### config.mk
export PLATFORM = sky130hd
export DESIGN_NAME = psg_tone_generator_core
export DESIGN_NICKNAME = d
export VERILOG_FILES = /design/src/hdl/psg_pkg.sv /design/src/hdl/psg_tone_generator_core.sv /design/src/hdl/psg_regs.sv /design/src/hdl/psg_tone.sv /design/src/hdl/psg_mixer.sv
export SDC_FILE = /design/constraint.sdc
export NUM_CORES = 1
export LEC_CHECK = 0
export BUFFER_PORTS_ARGS = -buffer_cell sky130_fd_sc_hd__buf_4
export CORE_ASPECT_RATIO = 0.5
export CORE_MARGIN = 2
export CORE_UTILIZATION = 50
export DETAILED_ROUTE_END_ITERATION = 12
export PLACE_DENSITY = 0.78
export SLEW_MARGIN = 30
export SYNTH_ARGS = -nofsm -noshare
export SYNTH_HDL_FRONTEND = slang
export SYNTH_SLANG_ARGS = --single-unit
export TNS_END_PERCENT = 10
### constraint.sdc
create_clock -name clk_i -period 6.36 [get_ports clk_i]
set_input_delay 0.954 -clock clk_i [delete_from_list [all_inputs] [get_ports clk_i]]
set_output_delay 0.954 -clock clk_i [all_outputs]
set_load 0.005 [all_outputs]
### src/hdl/psg_pkg.sv
// Shared types and constants for the programmable sound generator tone core.
`default_nettype none

package psg_pkg;

  localparam int unsigned PeriodW = 10;
  localparam int unsigned VolW    = 4;
  localparam int unsigned ChIdxW  = 2;
  localparam int unsigned MixW    = 7;
  localparam int unsigned ByteW   = 8;

  // Register byte layout.
  localparam int unsigned LatchFlagBit = 7;
  localparam int unsigned ChSelHi      = 6;
  localparam int unsigned ChSelLo      = 5;
  localparam int unsigned TypeBit      = 4;
  localparam int unsigned LowNibbleW   = 4;
  localparam int unsigned HighBitsW    = 6;

  // Mode codes carried on the input tuser bit.
  localparam logic MODE_WRITE = 1'b0;
  localparam logic MODE_TICK  = 1'b1;

  // One request as seen by the state-holding units.
  typedef struct packed {
    logic             wr_en;
    logic             tick_en;
    logic [ByteW-1:0] wr_byte;
  } psg_cmd_t;

endpackage : psg_pkg

`default_nettype wire

### src/hdl/psg_tone_generator_core.sv
// Top level of the three-channel square-wave tone generator.
//
//  channel  | tvalid/tready | tuser       | tdata
//  s_axis   | request in    | [0] mode    | [7:0] data_byte
//  m_axis   | result out    | -           | [6:0] mix_sample, [7] zero
//
// Each request is registered in the input register, then applied to the state
// and mixed into the output register once that register is free or being read,
// and its result is offered from the output register.
// One request per cycle is sustained; the only limit is the output register.
// Reset clears the state registers, polarity to positive and the latch to
// channel 0 tone. A stalled output holds its result while one more request
// is buffered.
`default_nettype none

module psg_tone_generator_core
  import psg_pkg::*;
#(
  parameter int unsigned TONE_CHANNELS = 3
) (
  input  wire logic             clk_i,
  input  wire logic             rst_ni,
  input  wire logic             s_axis_tvalid_i,
  output logic                  s_axis_tready_o,
  input  wire logic [7:0]       s_axis_tdata_i,   // [7:0] data_byte
  input  wire logic [0:0]       s_axis_tuser_i,   // [0] mode
  output logic                  m_axis_tvalid_o,
  input  wire logic             m_axis_tready_i,
  output logic [7:0]            m_axis_tdata_o    // [6:0] mix_sample, [7] zero
);

  logic             in_valid_q;
  logic             in_mode_q;
  logic [ByteW-1:0] in_byte_q;
  logic             out_valid_q, out_valid_d;
  logic             s_fire;
  logic             exec;
  psg_cmd_t         cmd;

  logic [TONE_CHANNELS-1:0][PeriodW-1:0] period;
  logic [TONE_CHANNELS-1:0][VolW-1:0]    vol_next;
  logic [TONE_CHANNELS-1:0]              active_next;
  logic [TONE_CHANNELS-1:0]              neg_next;
  logic signed [MixW-1:0]                mix;

  assign exec            = in_valid_q && (!out_valid_q || m_axis_tready_i);
  assign s_axis_tready_o = !in_valid_q || exec;
  assign s_fire          = s_axis_tvalid_i && s_axis_tready_o;

  always_ff @(posedge clk_i or negedge rst_ni) begin
    if (!rst_ni) begin
      in_valid_q <= 1'b0;
    end else if (s_axis_tready_o) begin
      in_valid_q <= s_axis_tvalid_i;
    end
  end

  always_ff @(posedge clk_i) begin
    if (s_fire) begin
      in_mode_q <= s_axis_tuser_i[0];
      in_byte_q <= s_axis_tdata_i;
    end
  end

  assign cmd = '{wr_en:   exec && (in_mode_q == MODE_WRITE),
                 tick_en: exec && (in_mode_q == MODE_TICK),
                 wr_byte: in_byte_q};

  psg_regs #(.NumCh(TONE_CHANNELS)) u_regs (
    .clk_i      (clk_i),
    .rst_ni     (rst_ni),
    .cmd_i      (cmd),
    .period_o   (period),
    .vol_next_o (vol_next)
  );

  psg_tone #(.NumCh(TONE_CHANNELS)) u_tone (
    .clk_i         (clk_i),
    .rst_ni        (rst_ni),
    .cmd_i         (cmd),
    .period_i      (period),
    .active_next_o (active_next),
    .neg_next_o    (neg_next)
  );

  psg_mixer #(.NumCh(TONE_CHANNELS)) u_mixer (
    .clk_i    (clk_i),
    .load_i   (exec),
    .active_i (active_next),
    .neg_i    (neg_next),
    .vol_i    (vol_next),
    .mix_o    (mix)
  );

  always_comb begin
    out_valid_d = out_valid_q;
    if (exec) begin
      out_valid_d = 1'b1;
    end else if (m_axis_tready_i) begin
      out_valid_d = 1'b0;
    end
  end

  always_ff @(posedge clk_i or negedge rst_ni) begin
    if (!rst_ni) begin
      out_valid_q <= 1'b0;
    end else begin
      out_valid_q <= out_valid_d;
    end
  end

  assign m_axis_tvalid_o = out_valid_q;
  assign m_axis_tdata_o  = {1'b0, mix};

endmodule : psg_tone_generator_core

`default_nettype wire

### src/hdl/psg_regs.sv
// Latch/data register decode with the period, volume and latch registers.
`default_nettype none

module psg_regs
  import psg_pkg::*;
#(
  parameter int unsigned NumCh = 3
) (
  input  wire logic                               clk_i,
  input  wire logic                               rst_ni,
  input  wire psg_cmd_t                           cmd_i,
  output logic      [NumCh-1:0][PeriodW-1:0]      period_o,
  output logic      [NumCh-1:0][VolW-1:0]         vol_next_o
);

  logic [ChIdxW-1:0] latch_ch_q, latch_ch_d;
  logic              latch_vol_q, latch_vol_d;
  logic              is_latch;
  logic [ChIdxW-1:0] tgt_ch;
  logic              tgt_vol;

  logic [NumCh-1:0][PeriodW-1:0] period_q, period_d;
  logic [NumCh-1:0][VolW-1:0]    vol_q, vol_d;

  assign is_latch = cmd_i.wr_byte[LatchFlagBit];

  always_comb begin
    latch_ch_d  = latch_ch_q;
    latch_vol_d = latch_vol_q;
    if (cmd_i.wr_en && is_latch) begin
      latch_ch_d  = cmd_i.wr_byte[ChSelHi:ChSelLo];
      latch_vol_d = cmd_i.wr_byte[TypeBit];
    end
  end

  // A latch byte retargets before its own nibble is written.
  assign tgt_ch  = latch_ch_d;
  assign tgt_vol = latch_vol_d;

  always_comb begin
    period_d = period_q;
    vol_d    = vol_q;
    for (int unsigned i = 0; i < NumCh; i++) begin
      if (cmd_i.wr_en && (tgt_ch == ChIdxW'(i))) begin
        if (tgt_vol) begin
          vol_d[i] = cmd_i.wr_byte[VolW-1:0];
        end else if (is_latch) begin
          period_d[i][LowNibbleW-1:0] = cmd_i.wr_byte[LowNibbleW-1:0];
        end else begin
          period_d[i][PeriodW-1:LowNibbleW] = cmd_i.wr_byte[HighBitsW-1:0];
        end
      end
    end
  end

  always_ff @(posedge clk_i or negedge rst_ni) begin
    if (!rst_ni) begin
      latch_ch_q  <= '0;
      latch_vol_q <= 1'b0;
      period_q    <= '0;
      vol_q       <= '0;
    end else begin
      latch_ch_q  <= latch_ch_d;
      latch_vol_q <= latch_vol_d;
      period_q    <= period_d;
      vol_q       <= vol_d;
    end
  end

  assign period_o   = period_q;
  assign vol_next_o = vol_d;

endmodule : psg_regs

`default_nettype wire

### src/hdl/psg_tone.sv
// Per-channel down counters and square-wave polarity flops.
`default_nettype none

module psg_tone
  import psg_pkg::*;
#(
  parameter int unsigned NumCh = 3
) (
  input  wire logic                           clk_i,
  input  wire logic                           rst_ni,
  input  wire psg_cmd_t                       cmd_i,
  input  wire logic [NumCh-1:0][PeriodW-1:0]  period_i,
  output logic      [NumCh-1:0]               active_next_o,
  output logic      [NumCh-1:0]               neg_next_o
);

  logic [NumCh-1:0][PeriodW-1:0] cnt_q, cnt_d;
  logic [NumCh-1:0]              pol_q, pol_d;

  always_comb begin
    cnt_d = cnt_q;
    pol_d = pol_q;
    for (int unsigned i = 0; i < NumCh; i++) begin
      if (cmd_i.tick_en) begin
        if (cnt_q[i] != '0) begin
          cnt_d[i] = cnt_q[i] - PeriodW'(1);
        end else begin
          cnt_d[i] = period_i[i];
          pol_d[i] = ~pol_q[i];
        end
      end
      active_next_o[i] = (cnt_d[i] != '0);
    end
  end

  always_ff @(posedge clk_i or negedge rst_ni) begin
    if (!rst_ni) begin
      cnt_q <= '0;
      pol_q <= '0;
    end else begin
      cnt_q <= cnt_d;
      pol_q <= pol_d;
    end
  end

  assign neg_next_o = pol_d;

endmodule : psg_tone

`default_nettype wire

### src/hdl/psg_mixer.sv
// Signed channel mix and the result register.
`default_nettype none

module psg_mixer
  import psg_pkg::*;
#(
  parameter int unsigned NumCh = 3
) (
  input  wire logic                        clk_i,
  input  wire logic                        load_i,
  input  wire logic [NumCh-1:0]            active_i,
  input  wire logic [NumCh-1:0]            neg_i,
  input  wire logic [NumCh-1:0][VolW-1:0]  vol_i,
  output logic signed [MixW-1:0]           mix_o
);

  logic signed [MixW-1:0] sum;
  logic signed [MixW-1:0] level;
  logic signed [MixW-1:0] mix_q;

  // Fifteen minus the volume is the bitwise inverse of the 4-bit volume.
  always_comb begin
    sum   = '0;
    level = '0;
    for (int unsigned i = 0; i < NumCh; i++) begin
      level = $signed({{(MixW-VolW){1'b0}}, ~vol_i[i]});
      if (active_i[i]) begin
        sum = neg_i[i] ? (sum - level) : (sum + level);
      end
    end
  end

  always_ff @(posedge clk_i) begin
    if (load_i) begin
      mix_q <= sum;
    end
  end

  assign mix_o = mix_q;

endmodule : psg_mixer

`default_nettype wire

Word level (Yosys, flattened, before mapping) --
Index checks and enable logic that the tools add are counted.
Word-level totals: bits in registers 96, bits of input ports 13, output and inout bits 10, logic and storage cells 93
Cells by class: add/sub/neg operators 8, equality and inequality tests 2, muxes and demuxes 28, bitwise logic cells 9, reductions and logical operators 26
Operators by type and width (number):
- $mux W10 | 6
- $reduce_bool A10 Y1 | 6
- $mux W7 | 6
- $sub A10 B1 Y10 const B | 3
- $mux W4 | 6
- $reduce_and A3 Y1 | 6
- $add A7 B5 Y7 | 2
- $sub A7 B5 Y7 | 2
- $not A4 Y4 | 3
- $mux W1 | 9
- $logic_and A1 B1 Y1 | 8
- $not A1 Y1 | 6
- $sub A1 B4 Y5 const A | 1
- $eq A2 B1 Y1 const B | 1
- $eq A2 B2 Y1 const B | 1
- $logic_not A1 Y1 | 2
- $logic_not A2 Y1 | 1
- $logic_or A1 B1 Y1 | 2
- $mux W2 | 1
- $reduce_bool A2 Y1 | 1

Depth between registers and ports, before layout --
depth after elaboration 19, depth in mapped cells 24, mapped depth without buffers 23

Hierarchy --
A second synthesis with hierarchy kept.
Second synthesis, totals: cell total of the unflattened synthesis 512, area, all modules 5529.1 um2
Modules (own cells, without submodules):
- psg_tone | times used 1, cells each 245, area each 2160.8 um2, seq. area each 825.8 um2
- psg_regs | times used 1, cells each 117, area each 1846.8 um2, seq. area each 1126.1 um2
- psg_mixer | times used 1, cells each 128, area each 1116.1 um2, seq. area each 210.2 um2
- psg_tone_generator_core | times used 1, cells each 22, area each 405.4 um2, seq. area each 320.3 um2

Least setup slack after synthesis --
No wires, ideal clock.
path kind input -> register, from in m_axis_tready_i, to reg u_mixer.mix_q[6], in the netlist u_mixer.mix_o[6] (data pin), setup time 258 ps, arrival 4828 ps, required time 6102 ps, path slack 1274 ps, cell stages on the path 20, path buffers 2, cells stage by stage nand2b_1 > clkbuf_1 > buf_4 > o2111ai_1 > mux2_2 > ha_1 > mux2i_1 > a21oi_1 > inv_1 > fa_1 > a21oi_1 > a21o_2 > fa_1 > a21o_1 > a21oi_1 > o21bai_1 > a21oi_1 > xor2_1 > nor2_1 > xnor2_1
RTL lines:
- start, declared | RTL line psg_tone_generator_core.sv:28 | input wire logic m_axis_tready_i,
- end signal, assigned | RTL line psg_mixer.sv:35 | mix_q <= sum;
- end, declared | RTL line psg_mixer.sv:19 | logic signed [MixW-1:0] mix_q;

==> reports/summary.log <==
INFO  logic_synthesis yosys-top-cells-count=sky130_fd_sc_hd__dfrtp_1, sky130_fd_sc_hd__mux2_2, sky130_fd_sc_hd__inv_1
INFO  route          vias_per_cell=6.05
INFO  floorplanning  design.core.area=0.0104sqmm
INFO  placement      detailedPlace.worstSlack=455ps
INFO  logic_synthesis synth-main-ff-cell=sky130_fd_sc_hd__dfrtp_1
INFO  clock_tree     cts_buffer_depth=2
INFO  floorplanning  floorplan.die.width=152um
INFO  critical_path  start_kind=flip-flop
INFO  sta            post-route-min-period=5390ps
INFO  grt            grt_pass1_vias=3933
INFO  clock_tree     cts_tree=yes
INFO  route          met3_wire_length=689um
INFO  critical_path  crit_type=reg2reg
INFO  grt            global_route.overflow_total=0
INFO  critical_path  critPathArrivalTime=5480ps
INFO  logic_synthesis synth-warning-count=0
INFO  logic_synthesis yosys_register_bits=96
INFO  sta            slew_headroom=0.352
INFO  route          highest_signal_layer_in_the_routed_design=met4
INFO  sta            worst-slew-pin-transition=969ps
INFO  clock_tree     clockRootBuffer=sky130_fd_sc_hd__clkbuf_16
INFO  clock_tree     cts-buffers-inserted=9
INFO  placement      port-buffer-count=21
INFO  route          drcViolationCount=0
INFO  route          wl_met2=5670um
INFO  sta            timing.hold.ws=508ps
INFO  power_and_ir_drop peak_supply_drop=1300uV
INFO  cells_and_area layout.area.seq=0.00248sqmm
INFO  route          post_drt_wl_per_cell=18.6um
INFO  critical_path  cp.required=6460ps
INFO  power_and_ir_drop cellPowerDensity=656mW/mm^2
INFO  grt            number_of_antenna_violations_at_the_first_check_in_global_routing=0
INFO  route          drt_first_iter_violations=360
INFO  floorplanning  die_area=0.0119sqmm
INFO  logic_synthesis yosysMostFrequentCell=sky130_fd_sc_hd__dfrtp_1
INFO  sta            setup_tns=0ps
INFO  route          wl=12500um
INFO  clock_tree     cts.sinks=96
INFO  cells_and_area antenna_cells_inserted=0
INFO  clock_tree     post_cts_resize_count=0
INFO  power_and_ir_drop pwr-share-clk=0.128
INFO  logic_synthesis synth-edff-count=16
INFO  logic_synthesis seq_area_frac_synth=0.452
INFO  floorplanning  num_io_pins=23
INFO  floorplanning  initial_utilization=0.526
INFO  placement      numPlacedInstances=657
INFO  placement      routabilityCongestion=0.931
INFO  cells_and_area post_layout_nonfiller_instances=673
INFO  cells_and_area layout.core_utilization=0.575
INFO  logic_synthesis post_synth_inst_count=515
INFO  logic_synthesis synthesis.nets=548
INFO  logic_synthesis syn-cell-area=0.00550sqmm
INFO  power_and_ir_drop intPower=2340uW
INFO  min_path       hold_path.class=reg2reg
INFO  logic_synthesis synth_largest_area_cell=sky130_fd_sc_hd__dfrtp_1
INFO  clock_tree     post-cts-setup-buffers=0
INFO  grt            globalRouteTotalUtil=0.218
INFO  cells_and_area multiInputGateArea=0.00275sqmm
INFO  sta            post-route-worst-setup-slack=973ps
INFO  logic_synthesis post_synth_num_cell_types=71
INFO  power_and_ir_drop p_seq_frac=0.293
INFO  sta            setup_viol=0
INFO  route          ant_nets=0
INFO  grt            largest_net_degree_at_the_start_of_global_routing=81
INFO  critical_path  cp-end-kind=flip-flop
INFO  route          dr_total_vias=4069
INFO  route          drtPass1Iterations=4
INFO  sta            drv_slew=0
INFO  critical_path  crit_path_max_fanout=7
INFO  power_and_ir_drop total_leakage_power=0.00268uW
INFO  sta            rsz0062_at_grt=false
INFO  power_and_ir_drop switching_share=0.407
INFO  clock_tree     cts_hold_repair.buffers=0
INFO  sta            finalCritPeriodShare=0.847
INFO  sta            fmaxAchievable=186MHz
INFO  status         outcome=finished, final reports clean
INFO  clock_tree     clk_latency=350ps
INFO  sta            fin_clk_skew=7.54ps
INFO  sta            hold_violations=0
INFO  logic_synthesis synth-async-reset-ratio=0.833
INFO  cells_and_area post_synthesis_to_final_layout_area_growth=9.24%
INFO  grt            global_route_wire_length_before_repair=20300um
INFO  power_and_ir_drop switching_power=1600uW
INFO  logic_synthesis synthesis.area_per_instance=10.7squm
INFO  clock_tree     ctsHtreeMaxLevel=3
INFO  logic_synthesis top_area_cell_type_share_of_the_netlist_area=0.364
INFO  flow_run       count_of_maximum_capacitance_violations=0
INFO  power_and_ir_drop p_comb_frac=0.579
INFO  floorplanning  die_h=78.1um
INFO  cells_and_area final.fill_count=848
INFO  logic_synthesis yosys-top-cells-area=sky130_fd_sc_hd__dfrtp_1, sky130_fd_sc_hd__mux2_2, sky130_fd_sc_hd__edfxtp_1
INFO  route          met1_length=5970um
INFO  floorplanning  placement_rows=26
INFO  cells_and_area layout.nets=561
INFO  placement      place_hpwl=8720um
INFO  cells_and_area share_of_final_layout_standard_cells_stronger_than_drive_strength_1=0.193
INFO  clock_tree     clk_pin_slew_worst_paths=70ps
==> routing by layer <==
| layer | vias up | track usage |
|---|---|---|
| met5 | - | 0 |
| met4 | 0 | 0.0551 |
| met3 | 15 | 0.0585 |
| met2 | 132 | 0.343 |
| met1 | 2006 | 0.303 |
| li1 | 1916 | - |
==> kinds of logic after synthesis <==
logic type	Yosys count	synth area share
compound gates	97	0.120
xor+xnor	20	0.0319
fa+ha+maj	20	0.0482
buf+inv	61	0.0492
flops	96	0.452
mux	66	0.132
other cells	1	0.000682
simple gates	154	0.167
==> power by group through the flow <==
stage / Clock (uW) / Sequential [uW] / Combinational [uW]
detailed placement: 0 / 1150 / 2230
CTS: 510 / 1150 / 2250
global placement: 0 / 1150 / 2160
floorplan: 0 / 1080 / 1830
finish: 506 / 1150 / 2280
global route: 540 / 1180 / 2500
==> cell type report <==
cell class	count	share of cell area
multi-input cells	358	0.458
flip-flops and latches	96	0.413
repair buffers	23	0.0294
inverters	40	0.0250
clock inverters	6	0.00750
clock buffers	10	0.0381
well taps	140	0.0292
==> final timing paths <==
path | startpoint | end | slack, ps | depth (start not counted)
setup / recovery | u_tone.cnt_q[0] | u_mixer.mix_o[6] | 970 | 21
hold / removal | u_regs.period_o[20] | u_regs.period_o[20] | 510 | 1
setup reg to reg | u_tone.cnt_q[0] | u_mixer.mix_o[6] | 970 | 21
hold reg to reg | u_regs.period_o[20] | u_regs.period_o[20] | 510 | 1
max in group asynchronous | rst_ni | u_tone.pol_q[2] | 5220 | 1
min in group asynchronous | rst_ni | u_regs.vol_q[3] | 640 | 1
==> stage by stage <==
stage | total power, uW | cell area (sq um)
floorplan | 2910 | 5500
global placement | 3300 | 5730
detailed placement | 3380 | 5730
CTS | 3910 | 6000
global route | 4230 | 6010
finish | 3940 | 6010
==> worst max-delay path, stage by stage (launching register included) <==
cell and delay (ps):
sky130_fd_sc_hd__dfrtp_1 400, sky130_fd_sc_hd__inv_1 130, sky130_fd_sc_hd__ha_1 310, sky130_fd_sc_hd__nor3b_1 340, sky130_fd_sc_hd__nand2_1 220, sky130_fd_sc_hd__o211ai_1 270, sky130_fd_sc_hd__o211ai_1 210, sky130_fd_sc_hd__nor4_2 670
sky130_fd_sc_hd__a21oi_1 230, sky130_fd_sc_hd__ha_1 340, sky130_fd_sc_hd__nor2b_1 130, sky130_fd_sc_hd__o21ai_0 150, sky130_fd_sc_hd__nand2b_1 110, sky130_fd_sc_hd__xor2_1 150, sky130_fd_sc_hd__mux2_2 270, sky130_fd_sc_hd__ha_1 350
sky130_fd_sc_hd__a21oi_1 210, sky130_fd_sc_hd__o21bai_1 90, sky130_fd_sc_hd__a21oi_1 170, sky130_fd_sc_hd__xor2_1 170, sky130_fd_sc_hd__nor2_1 70, sky130_fd_sc_hd__xnor2_1 150
==> cells in the final DEF (no fill, tap or decap), types with 12 or more instances in the layout <==
cell                       netlist  final
sky130_fd_sc_hd__a21oi_1        18     18
sky130_fd_sc_hd__buf_4           2     22
sky130_fd_sc_hd__dfrtp_1        80     80
sky130_fd_sc_hd__edfxtp_1       16     16
sky130_fd_sc_hd__ha_1           18     18
sky130_fd_sc_hd__inv_1          40     40
sky130_fd_sc_hd__mux2_2         43     43
sky130_fd_sc_hd__mux2i_1        21     21
sky130_fd_sc_hd__nand2_1        30     30
sky130_fd_sc_hd__nand3_1        19     19
sky130_fd_sc_hd__nor2_1         21     21
sky130_fd_sc_hd__nor3_1         12     12
sky130_fd_sc_hd__o21ai_0        19     19
sky130_fd_sc_hd__xnor2_1        14     14
==> state kept, by name (all words and copies together) (netlist names) <==
signal,flops
u_regs.period_o,30
u_tone.cnt_q,30
u_regs.vol_q,12
in_byte_q,8
u_mixer.mix_o,7
u_tone.pol_q,3
u_regs.latch_ch_q,2
in_mode_q,1
in_valid_q,1
m_axis_tvalid_o,1
u_regs.latch_vol_q,1
Note: power is estimated with default switching activity, not from simulation.
